==> config.mk <==
export PLATFORM = sky130hd
export DESIGN_NAME = cbd_ram
export DESIGN_NICKNAME = d
export VERILOG_FILES = /design/src/rtl/core/cbd_ram.sv
export SDC_FILE = /design/constraint.sdc
export NUM_CORES = 2
export LEC_CHECK = 0
export BUFFER_PORTS_ARGS = -buffer_cell sky130_fd_sc_hd__buf_2
export CAP_MARGIN = 20
export CORE_MARGIN = 2
export CORE_UTILIZATION = 55
export DETAILED_ROUTE_END_ITERATION = 6
export PLACE_DENSITY = 0.79
export SLEW_MARGIN = 20
export SYNTH_ARGS = -nofsm -noshare
export SYNTH_HDL_FRONTEND = slang
export SYNTH_SLANG_ARGS = --single-unit
==> constraint.sdc <==
create_clock -name clk -period 3.03 [get_ports clk]
set_input_delay 0.606 -clock clk [delete_from_list [all_inputs] [get_ports clk]]
set_output_delay 0.606 -clock clk [all_outputs]
set_load 0.02 [all_outputs]
==> src/rtl/core/cbd_ram.sv <==
// generic single-write, single-read ram with registered read data
`default_nettype none

module cbd_ram #(
  parameter int WIDTH = 8,
  parameter int DEPTH = 256
) (
  input  wire logic                     clk,
  input  wire logic                     we,
  input  wire logic [$clog2(DEPTH)-1:0] waddr,
  input  wire logic [WIDTH-1:0]         wdata,
  input  wire logic                     re,
  input  wire logic [$clog2(DEPTH)-1:0] raddr,
  output      logic [WIDTH-1:0]         rdata
);

  logic [WIDTH-1:0] mem [DEPTH];

  always_ff @(posedge clk) begin
    if (we) begin
      mem[waddr] <= wdata;
    end
    if (re) begin
      rdata <= mem[raddr];
    end
  end

endmodule

`default_nettype wire

Word-level counts from Yosys, hierarchy flattened. Memories as Yosys holds them, arrays and structs flattened. A register that Yosys moved wholly into a read port is not among the register bits. Index checks and enable logic that the tools add are counted. Widths: inputs -> output; s select.

Bits in registers: 0. RAM bits: 2048. Input bits: 27. Output and inout port bits: 8. Word-level logic and storage cells: 3. Memories kept: 1.

Memories: mem (words 256, width 8, read ports 1, clocked after Yosys merged registers in 1, wr ports 1, line 17) `logic [WIDTH-1:0] mem [DEPTH];`.

Multiplexer cells: 2.

Operators by type and width (count): $mux 1 (2).

Longest topological paths before layout.
Word-level depth: 2. Mapped depth: 11. Gate-level depth less buffers: 6.

Least setup slack after synthesis. No wires, ideal clock.

Path kind: input to register. Start point: in raddr[0]. End point: reg rdata[2] (read register of mem) (data pin). Library setup time: 269 ps. Arrival time: 2413 ps. Required time: 2761 ps. Setup slack: 348 ps. Stages: 9. Buffers on the path: 4. Path through: buf_6 -> buf_12 -> buf_8 -> buf_2 -> mux4_2 -> a22oi_1 -> a21oi_1 -> nor4_1 -> nor4_2.

RTL lines: start, declared (line 13) `input wire logic [$clog2(DEPTH)-1:0] raddr,`; end, declared (line 14) `output logic [WIDTH-1:0] rdata`.

==> impl_metrics.csv <==
group,metric,value,unit
grt,grt_start_max_net_pins,100,
placement,io_buffers,34,
timing,fin_worst_skew,0.0307,ns
worst_setup_path,crit_slowest_cell,"nor3_1",
timing,setup_slack,0.0712,ns
die,core,144000,um^2
timing,slew_violations,0,
cells_and_area,layout-drive-gt1-share,30.6,%
timing,slew_headroom,27.3,%
worst_setup_path,crit_end,"rdata[3]",
clocking,cts_num_sinks,2056,
die,start_util,55.4,%
grt,grt_pass1_wl,292,mm
drt,wire_per_inst,31.4,um
clocking,cts_tree,"done",
synth,synth.distinct_cells,54,
drt,highest_layer,"met5",
synth,synthArstFlopShare,0,%
clocking,cts_root_buffer,"clkbuf_16",
status,outcome,"finished, violations left",
timing,tightestPinTransition,1.09,ns
drt,drtIter0Drc,6078,
timing,finalCritPeriodShare,97.7,%
timing,hold_viol_final,0,
synth,ys_seq_area_share,77.5,%
synth,synth_mux_area_share,14.6,%
power_and_ir_drop,peakVddDrop,580,uV
hold_path,min_path_type,"in -> reg",
placement,place_ws,-0.821,ns
drt,totalWireLength,201,mm
worst_setup_path,critPathLaunchType,"input pin",
worst_setup_path,required,3.58,ns
worst_setup_path,worstSetupPathType,"in -> reg",
die,fp.dieH,385,um
worst_setup_path,rr_endpoint,"rdata[3]",
placement,dp_hpwl,126,mm
worst_setup_path,r2r_cells,7,
worst_setup_path,crit_buf_inv,5,
worst_setup_path,r2r_slack,0.27,ns
synth,yosysTopAreaCellShare,77.5,%
clocking,h-tree-depth,4,
drt,wl_met3,24.2,mm
synth,synth_top_family_by_area,"multiplexers",
drt,drc,3,
power_and_ir_drop,p_leak,29.7,nW
synth,synthTopCellsByArea,"edfxtp_1 (78%), mux4_2 (13%), mux2i_1 (1.7%)",
timing,min_period,2.96,ns
synth,synth.most_common_cell,"edfxtp_1",
job,maxCapViolations,0,
grt,grt_pass1_vias,42800,
synth,netlist_top_cells_count,"edfxtp_1 (2056), mux4_2 (454), nor2_1 (282)",
status,violations,"design-rule violations",
worst_setup_path,path_common_cell,"buf_4",
synth,synth-adder-area-share,0,%
drt,ant_nets,0,
timing,max_freq,0.338,GHz
synth,synth_compound_area_share,3.42,%
die,dieArea,148000,um^2
worst_setup_path,crit_path_end_kind,"flip-flop",
clocking,hold_buffers,0,
timing,rsz0062_at_grt,"false",
synth,syn_inst,3733,
placement,place.gp.congestion,0.893,
grt,track_usage,27.5,%
grt,grt_antenna_before_repair,12,
clocking,cts_buffers,192,
die,ios,35,
worst_setup_path,path_depth,10,
drt,first_pass_iters,7,
worst_setup_path,cp_top_family,"buffers and inverters",
power_and_ir_drop,power.density,624,nW/um^2
synth,synth_enable_flop_cells,2056,
synth,ys_seq_elements,2056,
die,die_w,385,um
worst_setup_path,r2r-start,"mem[80][3]",
clocking,clk_latency,0.84,ns
clocking,clock_path_buffers,3,
synth,synth.largest_area_cell,"edfxtp_1",
die,rows,139,
worst_setup_path,crit_start,"raddr[0]",
timing,setup_viol,0,
cells_and_area,area_growth,15.9,%
drt,met2WireLength,96.6,mm
synth,avgSynthCellArea,21.3,um^2
synth,synthFlopType,"edfxtp_1",
worst_setup_path,crit_chain,"buf_8 -> buf_4 -> buf_12 -> buf_4 -> buf_4 -> mux4_2 -> a22oi_1 -> a21oi_1 -> nor3_1 -> nor4_1",
clocking,clk_pin_slew,0.07,ns
synth,yosysWarningCount,0,
worst_setup_path,crit_arrival,3.50,ns
synth,synth_fp_nets,3760,
drt,vias,42100,
synth,synth_simple_gate_area_share,2.63,%
synth,synth.cell_area,79600,um^2
grt,grt_overflow,0,
timing,whs,0.240,ns
drt,vias_per_cell,6.58,
drt,wl_met1,70.1,mm
worst_setup_path,slowest_delay,0.76,ns
cells_and_area,fin_nets,4359,
synth,synth_xor_area_share,0,%
worst_setup_path,cp_max_fo,21,
## registers in the layout, indices dropped and copies added (netlist names)
name and cells:
mem 2048, rdata 8
## worst register-to-register path, stage by stage, from the launching register on
cell and delay [ns]:
edfxtp_1 0.38, mux4_2 0.47, a22o_1 0.28, a221oi_1 0.21, buf_4 0.17, o32ai_1 0.09
nor3_1 0.71, nor4_1 0.17
## area by class of cell
class,instances,area [um^2]
Multi-Input combinational cell,1442,16500
Antenna cell,11,27.5
Timing Repair Buffer,638,5700
Sequential cell,2056,61700
Clock inverter,113,937
Clock buffer,233,5000
Inverter,2,7.51
Fill cell,8942,51400
Tap cell,1903,2380
## logic make-up (layout without fill, tap and decap cells)
group | after synthesis | in the layout
other | 0 | 11
AO/OA/AOI/OAI | 385 | 385
buffers and inverters | 235 | 986
AND/OR/NAND/NOR | 466 | 466
multiplexers | 591 | 591
flip-flops | 2056 | 2056
## metrics by stage
| step | setup TNS [ns] | total power [W] | instances | cell area (um^2) | util [%] |
|---|---|---|---|---|---|
| finish | 0 | 0.0576 | 6398 | 92300 | 64.2 |
| global route | 0 | 0.0589 | 6388 | 92300 | 64.2 |
| CTS | 0 | 0.0577 | 6387 | 92200 | 64.2 |
| detailed placement | -4.86 | 0.0351 | 6041 | 86300 | 60.1 |
| global placement | -4.68 | 0.0351 | 6041 | 86300 | 60.1 |
| floorplan | 0 | 0.0335 | 3733 | 79600 | - |
## cell usage in the layout, fill, tap and decap left out, drive strengths merged, types with 22 or more instances in the layout
cell and instances:
nand3 34, buf 630, o22ai 28, a21oi 96, mux4 456, nand2 33
nor3 22, mux2i 134, clkbuf 241, edfxtp 2056, nor4 27, nor2b 31
o221ai 47, clkinv 94, nor2 282, a22oi 133
## timing repair
item / CTS / global route
buffers inserted: 0 / 0
resized for setup: 0 / 2
endpoints found under the setup margin: 0 / 2
## metal layers
| metal | GRT usage (%) | vias to the layer above |
|---|---|---|
| met1 | 36.6 | 21600 |
| met3 | 7.02 | 582 |
| li1 | - | 16900 |
| met5 | 0 | - |
| met4 | 12.8 | 20 |
| met2 | 43.0 | 3003 |
## how the worst min path moves through the flow
stage                  start         to  slack, ns  depth (start not counted)
finish                    re   rdata[5]       0.24                          1
global route              re   rdata[5]       0.19                          1
CTS                       re   rdata[5]       0.19                          1
detailed placement        re   rdata[6]       1.08                          1
global placement          re   rdata[5]       1.07                          1
floorplan           wdata[0]  mem[0][0]       0.70                          0
## power breakdown
| group | switching [W] | total (W) | internal (W) | leakage, nW |
|---|---|---|---|---|
| registers | 0.0000451 | 0.0314 | 0.0314 | 18.5 |
| clock network | 0.0104 | 0.0230 | 0.0126 | 2.90 |
| logic | 0.00194 | 0.00319 | 0.00125 | 8.34 |
(Power assumes the default switching activity.)
