`config.mk`:
```
export PLATFORM = sky130hd
export DESIGN_NAME = cbd_engine
export DESIGN_NICKNAME = d
export VERILOG_FILES = /design/src/rtl/core/cbd_pkg.sv /design/src/rtl/core/cbd_engine.sv
export SDC_FILE = /design/constraint.sdc
export NUM_CORES = 1
export LEC_CHECK = 0
export BUFFER_PORTS_ARGS = -buffer_cell sky130_fd_sc_hd__buf_2
export CAP_MARGIN = 30
export CORE_UTILIZATION = 35
export DETAILED_ROUTE_END_ITERATION = 8
export HOLD_SLACK_MARGIN = 0.03
export PLACE_DENSITY = 0.7
export SYNTH_ARGS = -nofsm -noshare
export SYNTH_HDL_FRONTEND = slang
export SYNTH_SLANG_ARGS = --single-unit
```
`constraint.sdc`:
```
create_clock -name clk -period 3.9 [get_ports clk]
set_clock_uncertainty 0.1 [all_clocks]
set_input_delay 0 -clock clk [delete_from_list [all_inputs] [get_ports clk]]
set_output_delay 0 -clock clk [all_outputs]
set_load 0.01 [all_outputs]
```
`src/rtl/core/cbd_pkg.sv`:
```
// shared types, constants and decode functions of the cpu bus decoder
`default_nettype none

package cbd_pkg;

  // work ram size, mirrored below the ppu window; must be a power of two
  localparam int RAM_BYTES = 2048;
  localparam int RAM_AW    = $clog2(RAM_BYTES);

  localparam int S_DATA_W = 48;
  localparam int S_USER_W = 2;
  localparam int M_DATA_W = 56;
  localparam int M_USER_W = 3;

  localparam logic [15:0] ADDR_PPU      = 16'h2000;
  localparam logic [15:0] ADDR_APU      = 16'h4000;
  localparam logic [15:0] ADDR_APU_LAST = 16'h4013;
  localparam logic [15:0] ADDR_DMA      = 16'h4014;
  localparam logic [15:0] ADDR_APU_STAT = 16'h4015;
  localparam logic [15:0] ADDR_PAD_ONE  = 16'h4016;
  localparam logic [15:0] ADDR_PAD_TWO  = 16'h4017;
  localparam logic [15:0] ADDR_CART     = 16'h4020;

  localparam logic [2:0] PH_EVEN = 3'd0;
  localparam logic [2:0] PH_ODD  = 3'd3;
  localparam logic [2:0] PH_LAST = 3'd5;

  typedef enum logic [1:0] {
    ACT_READ  = 2'd0,
    ACT_WRITE = 2'd1,
    ACT_TICK  = 2'd2
  } action_t;

  typedef enum logic [2:0] {
    TGT_NONE = 3'd0,
    TGT_RAM  = 3'd1,
    TGT_PPU  = 3'd2,
    TGT_APU  = 3'd3,
    TGT_PAD  = 3'd4,
    TGT_DMA  = 3'd5,
    TGT_CART = 3'd6
  } target_t;

  typedef struct packed {
    logic [7:0]  ext_read_data;
    logic [7:0]  pad_two;
    logic [7:0]  pad_one;
    logic [7:0]  write_data;
    logic [15:0] address;
    logic [1:0]  action;
  } cbd_item_t;

  typedef struct packed {
    logic [2:0]  target;
    logic [15:0] ext_address;
    logic        ext_write;
    logic [7:0]  ext_data;
    logic [7:0]  read_data;
    logic        write_ok;
    logic        cpu_step;
    logic        oam_write;
    logic [7:0]  oam_index;
    logic [7:0]  oam_data;
    logic        dma_active;
  } cbd_result_t;

  typedef struct packed {
    logic              en;
    logic [RAM_AW-1:0] addr;
    logic [7:0]        data;
  } cbd_ram_wr_t;

  function automatic target_t read_target(input logic [15:0] a);
    target_t t;
    if (a < ADDR_PPU)                               t = TGT_RAM;
    else if (a < ADDR_APU)                          t = TGT_PPU;
    else if (a <= ADDR_APU_LAST || a == ADDR_APU_STAT) t = TGT_APU;
    else if (a == ADDR_DMA)                         t = TGT_DMA;
    else if (a == ADDR_PAD_ONE || a == ADDR_PAD_TWO) t = TGT_PAD;
    else if (a >= ADDR_CART)                        t = TGT_CART;
    else                                            t = TGT_NONE;
    return t;
  endfunction

  // writes differ from reads only at the second pad port, which goes to the apu
  function automatic target_t write_target(input logic [15:0] a);
    target_t t;
    if (a == ADDR_PAD_TWO) t = TGT_APU;
    else if (a == ADDR_PAD_ONE) t = TGT_PAD;
    else t = read_target(a);
    return t;
  endfunction

endpackage

`default_nettype wire

```
`src/rtl/core/cbd_engine.sv`:
```
// bus decode, controller shifters, clock phase and sprite dma state
`default_nettype none

module cbd_engine (
  input  wire logic                  clk,
  input  wire logic                  rst,
  input  wire logic                  go,
  input  wire cbd_pkg::cbd_item_t    item,
  input  wire logic [7:0]            ram_rdata,
  output      cbd_pkg::cbd_result_t  res,
  output      cbd_pkg::cbd_ram_wr_t  ram_wr,
  output      logic [7:0]            page_next,
  output      logic [7:0]            index_next
);

  import cbd_pkg::*;

  typedef struct packed {
    logic [7:0] pad_one;
    logic [7:0] pad_two;
    logic [7:0] page;
    logic [7:0] index;
    logic [7:0] latch;
    logic       busy;
    logic       sync;
    logic       pending;
    logic [2:0] phase;
  } dma_state_t;

  dma_state_t  st;
  dma_state_t  st_next;
  logic [2:0]  ph;
  logic        rd_en;
  logic        dma_rd;
  logic [15:0] rd_a;
  target_t     rd_tgt;
  target_t     wr_tgt;
  logic [7:0]  rd_byte;
  logic        fwd;

  // ticks only read the bus for the dma, at page and index
  assign rd_a   = (item.action == ACT_TICK) ? {st.page, st.index} : item.address;
  assign rd_tgt = read_target(rd_a);
  assign wr_tgt = write_target(item.address);
  assign ph     = (st.phase > PH_LAST) ? PH_EVEN : st.phase;

  always_comb begin
    st_next      = st;
    res          = '0;
    ram_wr       = '0;
    rd_en        = 1'b0;
    dma_rd       = 1'b0;
    rd_byte      = '0;
    fwd          = 1'b0;
    st_next.pending = 1'b0;
    if (st.pending) begin
      st_next.latch = item.ext_read_data;
    end

    case (item.action)
      ACT_READ: begin
        rd_en = 1'b1;
      end
      ACT_WRITE: begin
        res.target = wr_tgt;
        case (wr_tgt)
          TGT_RAM: begin
            ram_wr.en   = 1'b1;
            ram_wr.addr = item.address[RAM_AW-1:0];
            ram_wr.data = item.write_data;
            res.write_ok = 1'b1;
          end
          TGT_DMA: begin
            st_next.page  = item.write_data;
            st_next.index = '0;
            st_next.busy  = 1'b1;
          end
          TGT_PAD: begin
            st_next.pad_one = item.pad_one;
            st_next.pad_two = item.pad_two;
            res.write_ok    = 1'b1;
          end
          TGT_PPU, TGT_APU, TGT_CART: begin
            res.ext_address = item.address;
            res.ext_write   = 1'b1;
            res.ext_data    = item.write_data;
          end
          default: ;
        endcase
      end
      ACT_TICK: begin
        st_next.phase = (ph == PH_LAST) ? PH_EVEN : ph + 3'd1;
        if (ph == PH_EVEN || ph == PH_ODD) begin
          if (st.busy) begin
            if (st.sync) begin
              if (ph == PH_ODD) begin
                st_next.sync = 1'b0;
              end
            end else if (ph == PH_EVEN) begin
              dma_rd = 1'b1;
              rd_en  = 1'b1;
            end else begin
              res.oam_write = 1'b1;
              res.oam_index = st.index;
              res.oam_data  = st_next.latch;
              st_next.index = st.index + 8'd1;
              if (st.index == 8'hFF) begin
                st_next.busy = 1'b0;
                st_next.sync = 1'b1;
              end
            end
          end else begin
            res.cpu_step = 1'b1;
          end
        end
      end
      default: ;
    endcase

    if (rd_en) begin
      res.target = rd_tgt;
      case (rd_tgt)
        TGT_RAM: begin
          rd_byte = ram_rdata;
        end
        TGT_PAD: begin
          if (rd_a == ADDR_PAD_ONE) begin
            rd_byte         = {7'd0, st.pad_one[0]};
            st_next.pad_one = {1'b0, st.pad_one[7:1]};
          end else begin
            rd_byte         = {7'd0, st.pad_two[0]};
            st_next.pad_two = {1'b0, st.pad_two[7:1]};
          end
        end
        TGT_PPU, TGT_APU, TGT_CART: begin
          res.ext_address = rd_a;
          fwd             = 1'b1;
        end
        default: ;
      endcase
      res.read_data = rd_byte;
      if (dma_rd) begin
        // forwarded bytes arrive with the next request
        if (fwd) begin
          st_next.pending = 1'b1;
        end else begin
          st_next.latch = rd_byte;
        end
      end
    end

    res.dma_active = st_next.busy;
  end

  assign page_next  = go ? st_next.page : st.page;
  assign index_next = go ? st_next.index : st.index;

  always_ff @(posedge clk) begin
    if (rst) begin
      st <= '{pad_one: 8'd0, pad_two: 8'd0, page: 8'd0, index: 8'd0, latch: 8'd0,
              busy: 1'b0, sync: 1'b1, pending: 1'b0, phase: 3'd0};
    end else if (go) begin
      st <= st_next;
    end
  end

  a_oam_only_busy: assert property (@(posedge clk) disable iff (rst)
    (go && res.oam_write) |-> st.busy)
    else $error("sprite write without a running dma");

  a_step_not_busy: assert property (@(posedge clk) disable iff (rst)
    (go && res.cpu_step) |-> !st.busy)
    else $error("cpu stepped during dma");

  a_dma_done_clears: assert property (@(posedge clk) disable iff (rst)
    (go && res.oam_write && res.oam_index == 8'hFF && item.action == ACT_TICK)
      |=> (!st.busy && st.sync))
    else $error("dma did not finish after the last sprite byte");

endmodule

`default_nettype wire

```
Word-level counts from Yosys, hierarchy flattened
Index checks and enable logic that the tools add are counted.
- input bits: 61
- output and inout port bits: 92
- register bits after elaboration: 46
- word-level logic and storage cells: 128
- muxes and demuxes: 72
- equality and inequality tests: 24
- $add $sub $neg: 2
- reduce and logical (&&, ||, !) cells: 12
- order comparisons: 9
- operators by type and width (operator ; number):
    $eq 16x15->1 const B ; 8
    $mux 8 ; 13
    $mux 16 ; 6
    $mux 17 ; 3
    $mux 3 ; 16
    $mux 20 ; 2
    $mux 18 ; 2
    $ge 16x15->1 const B ; 2
    $le 16x15->1 const B ; 2
    $lt 16x14->1 const B ; 2
    $lt 16x15->1 const B ; 2
    $pmux 8 s2 ; 2
    $mux 28 ; 1
    $mux 25 ; 1
    $mux 24 ; 1
    $mux 19 ; 1
    $eq 3x3->1 const B ; 6
    $mux 1 ; 18
    $eq 3x2->1 const B ; 5
    $add 8x1->8 const B ; 1
    $eq 8x8->1 const B ; 1
    $mux 2 ; 4
    $eq 3x1->1 const B ; 2
    $reduce_or 3->1 ; 2
    11 further kinds ; 16

Longest topological paths before layout
- word-level depth: 16
- mapped depth: 11
- gate-level depth less buffers: 11

Worst setup path before layout
Ideal clock, no wire load.
- path type: reg-to-reg
- start point: register st[1] (netlist bit)
- end point: register st[20] (netlist bit)
- required time: 3.739 ns
- arrival: 2.053 ns
- buffers on the path: 0
- clock period less this slack: 2.214 ns
- setup slack: 1.686 ns
- stages on the path, launching flop included: 8
- library setup time: 0.061 ns
- cell sequence: dfxtp_1 -> and2b_1 -> inv_1 -> ha_1 -> o211a_1 -> nand2_1 -> o41ai_1 -> and2_1
- cells in the longest elaborated chain, start to end: 8
- elaborated cells on any way between the ends: 10
- classes of those cells: order compare (1); eq/ne (1); mux (6); reduce/logical (2)
- ends and longest elaborated chain (what ; line ; text):
    from (decl) ; cbd_engine.sv:30 ; dma_state_t st;
    from (signal assigned) ; cbd_engine.sv:160 ; st <= '{pad_one: 8'd0, pad_two: 8'd0, page: 8'd0, index: 8'd0, latch: 8'd0,
    from (signal assigned) ; cbd_engine.sv:163 ; st <= st_next;
    $gt 3x3->1 ; cbd_engine.sv:45 ; assign ph = (st.phase > PH_LAST) ? PH_EVEN : st.phase;
    $mux 3 (*) ; cbd_engine.sv:45 ;
    $logic_not 3->1 ; cbd_engine.sv:93, cbd_engine.sv:99 ;
    $mux 8 ; cbd_engine.sv:99 ; end else if (ph == PH_EVEN) begin
    $mux 8 ; cbd_engine.sv:95 ; if (st.sync) begin
    $mux 8 ; cbd_engine.sv:94 ; if (st.busy) begin
    $mux 8 (*) ; cbd_engine.sv:93 ; if (ph == PH_EVEN || ph == PH_ODD) begin
    $pmux 8 s2 (*) ; cbd_engine.sv:60 ; case (item.action)
Mark *: on every way between the ends. The rest lies on a longest branch, timed or not.
A chain may end at the register's enable or synchronous reset.

==> flow_metrics.py <==
metrics = {
    "drt": {
        "via_count": 4489,
        "wire_per_inst_um": 16.2,
        "vias_per_cell": 5.68,
        "wirelength_mm": 12.8,
        "drcViolationCount": 0,
        "drt_iter0_drc": 269,
        "first_pass_iters": 5,
        "drt.antenna.violating_nets": 0,
    },
    "clock_network": {
        "cts_tree": "built",
        "post_cts_resized": 0,
        "h-tree-depth": 2,
        "cts_buffer_depth": 2,
        "root_buffer": "clkbuf_8",
        "worstSkewPairLatency_ns": 0.30,
        "clk_pin_slew_ns": 0.09,
        "cts_inserted_buffers": 5,
        "cts_sinks": 46,
    },
    "sta": {
        "fin_tns_setup_ns": 0,
        "fin_crit_ns": 3.17,
        "max_freq_mhz": 316,
        "hold_ws_ns": 0.0333,
        "setup_viol": 0,
        "maxSlewViolCount": 0,
        "hold_viol": 0,
        "min_period_over_period_pct": 81.2,
        "slew_headroom_pct": 33.5,
        "tightest_slew_ns": 0.993,
        "grt_setup_unrepaired": "false",
    },
    "power": {
        "ir_drop_mv": 0.138,
        "p_leak_nw": 2.35,
        "p_per_area_nw_per_um2": 219,
        "p_total_mw": 1.08,
    },
    "yosys": {
        "synth_seq_area_share_pct": 24.1,
        "yosysMostFrequentCell": "dfxtp_1",
        "synth_area_per_cell_um2": 7.53,
        "ys_top_cells_by_area": "dfxtp_1 24%, and2_1 7.2%, nor2_1 4.1%",
        "synth_top_area_share_pct": 24.1,
        "ys_warn_count": 0,
        "syn_inst": 507,
        "synth_fp_nets": 576,
        "synthTopCellsByCount": "46 x dfxtp_1, 44 x and2_1, 42 x nor2_1",
        "synth_edf_count": 0,
        "ys.flop_type": "dfxtp_1",
        "yosys_register_bits": 46,
        "yosys.area.top_type": "dfxtp_1",
        "netlist_area_um2": 3820,
        "async_flop_share_pct": 0,
        "synth_cell_types": 60,
    },
    "grt": {
        "track_usage_pct": 21.9,
        "antenna_found_initial": 1,
        "grt_pass1_wl_mm": 20.2,
        "grt.overflow.total": 0,
        "grt_pass1_vias": 4194,
        "grt_max_degree": 43,
    },
    "placed_design": {
        "dp_cells": 759,
        "io_buffers": 152,
        "dpl_cell_area_um2": 4590,
        "dp_hpwl_mm": 9.32,
        "place_congestion": 0.882,
    },
    "critical_path": {
        "critPathLaunch": "item[0]",
        "crit_arrival_ns": 3.07,
        "path_max_fanout": 23,
        "ff2ff_path_depth": 7,
        "critPathLaunchType": "primary input",
        "rr_startpoint": "st[23]",
        "endpoint_kind": "primary output",
        "critPathKind": "primary input to primary output",
        "required_ns": 3.80,
    },
    "final_layout": {
        "multi_input_area_um2": 2630,
        "top_regs": "st: 46 flops",
        "fill_cells": 1070,
        "largest_reg_flops": 46,
        "seqCellArea_um2": 921,
        "top_register": "st",
        "design_area_um2": 4930,
        "synthToLayoutAreaGrowth_pct": 29.1,
        "stdcell_count": 790,
        "diodes": 0,
        "drive_above_1_share_pct": 28.7,
        "fin_nets": 722,
    },
    "flow_run": {
        "maxCapViolations": 0,
    },
    "floorplanning": {
        "start_util_pct": 36.5,
        "fp.coreArea_um2": 10500,
        "dieWidth_um": 106,
        "rows": 37,
        "io_pins": 153,
        "dieHeight_um": 106,
        "die-area_um2": 11300,
    },
    "status": {
        "status": "complete, no violations",
    },
    "min_path": {
        "hold_class": "primary input to register",
        "min_path_cells": 2,
        "min_from": "rst",
    },
}
kinds of logic after synthesis:
logic type	share of synthesized area [%]
buf+inv	7.04
flops	24.1
mux	5.93
fa+ha+maj	2.62
simple gates	33.9
compound gates	26.3
worst max-delay path: stages:
cell      delay (ns)
buf_2           0.11
inv_1           0.08
ha_1            0.66
clkinv_1        0.47
a31oi_1         0.36
a211oi_2        0.11
a311oi_2        0.38
and2_1          0.53
a22o_1          0.23
buf_2           0.13
layer usage:
layer | track usage (%) | routed length, um | vias to the layer above | part of all wire [%]
met5 | 0 | 13 | - | 0.10
met4 | 7.93 | 259 | 2 | 2.0
met3 | 4.29 | 785 | 30 | 6.1
met2 | 38.1 | 6240 | 161 | 49
met1 | 26.6 | 5500 | 2121 | 43
li1 | - | - | 2175 | -
path summary, 6_finish.rpt:
check,endpoint,slack (ns)
worst max-delay path,res[46],0.73
worst min-delay path,st[2],0.03
worst max register to register,st[36],1.12
worst min register to register,st[11],0.39
layout by cell type (no fill, tap or decap), types with 3 or more instances in the layout:
master	Yosys	routed
a211oi_1	9	9
a21oi_1	27	27
a22o_1	16	16
a311oi_1	15	15
a31oi_1	8	8
and2_1	44	44
and3_1	24	24
and4b_1	3	3
buf_2	8	152
buf_4	1	7
clkbuf_8	0	5
dfxtp_1	46	46
dlygate4sd3_1	0	23
ha_1	8	8
inv_1	12	12
mux2_2	9	9
mux2i_1	11	11
nand2_1	34	34
nand2b_1	11	11
nand3_1	11	11
nand3b_1	3	3
nand4_1	8	8
nor2_1	42	42
nor2b_1	3	3
nor3_1	15	15
nor3b_1	6	5
nor4_1	15	15
o211a_1	8	8
o21a_1	3	3
o21ai_0	24	24
o21ai_1	7	7
o31ai_1	7	7
where the power goes:
part	internal (mW)	total, mW	leakage, nW	switching, mW
Combinational	0.0993	0.235	1.91	0.135
Clock	0.189	0.363	0.0579	0.174
Sequential	0.476	0.480	0.372	0.00444
Total	0.764	1.08	2.35	0.314
timing repair:
| item | CTS | global route |
|---|---|---|
| buffers inserted | 0 | 0 |
| endpoints found under the hold margin | 23 | 0 |
| endpoints found under the setup margin | 0 | 0 |
| hold buffers | 23 | 0 |
metrics by stage:
step           setup slack [ns]  utilization, %
2_1_floorplan              1.69               -
3_3_place_gp               1.01            43.9
3_5_place_dp              0.745            43.9
4_1_cts                   0.822            47.1
5_1_grt                   0.485            47.1
6_report                  0.732            47.1
final cells by class:
class | count | area share (%)
clock buffers | 5 | 1.40
clock inverters | 3 | 0.812
inverters | 14 | 1.07
multi-input cells | 404 | 53.4
flip-flops and latches | 46 | 18.7
well taps | 136 | 3.45
repair buffers | 182 | 21.2
Note: power is estimated with default switching activity, not from simulation.
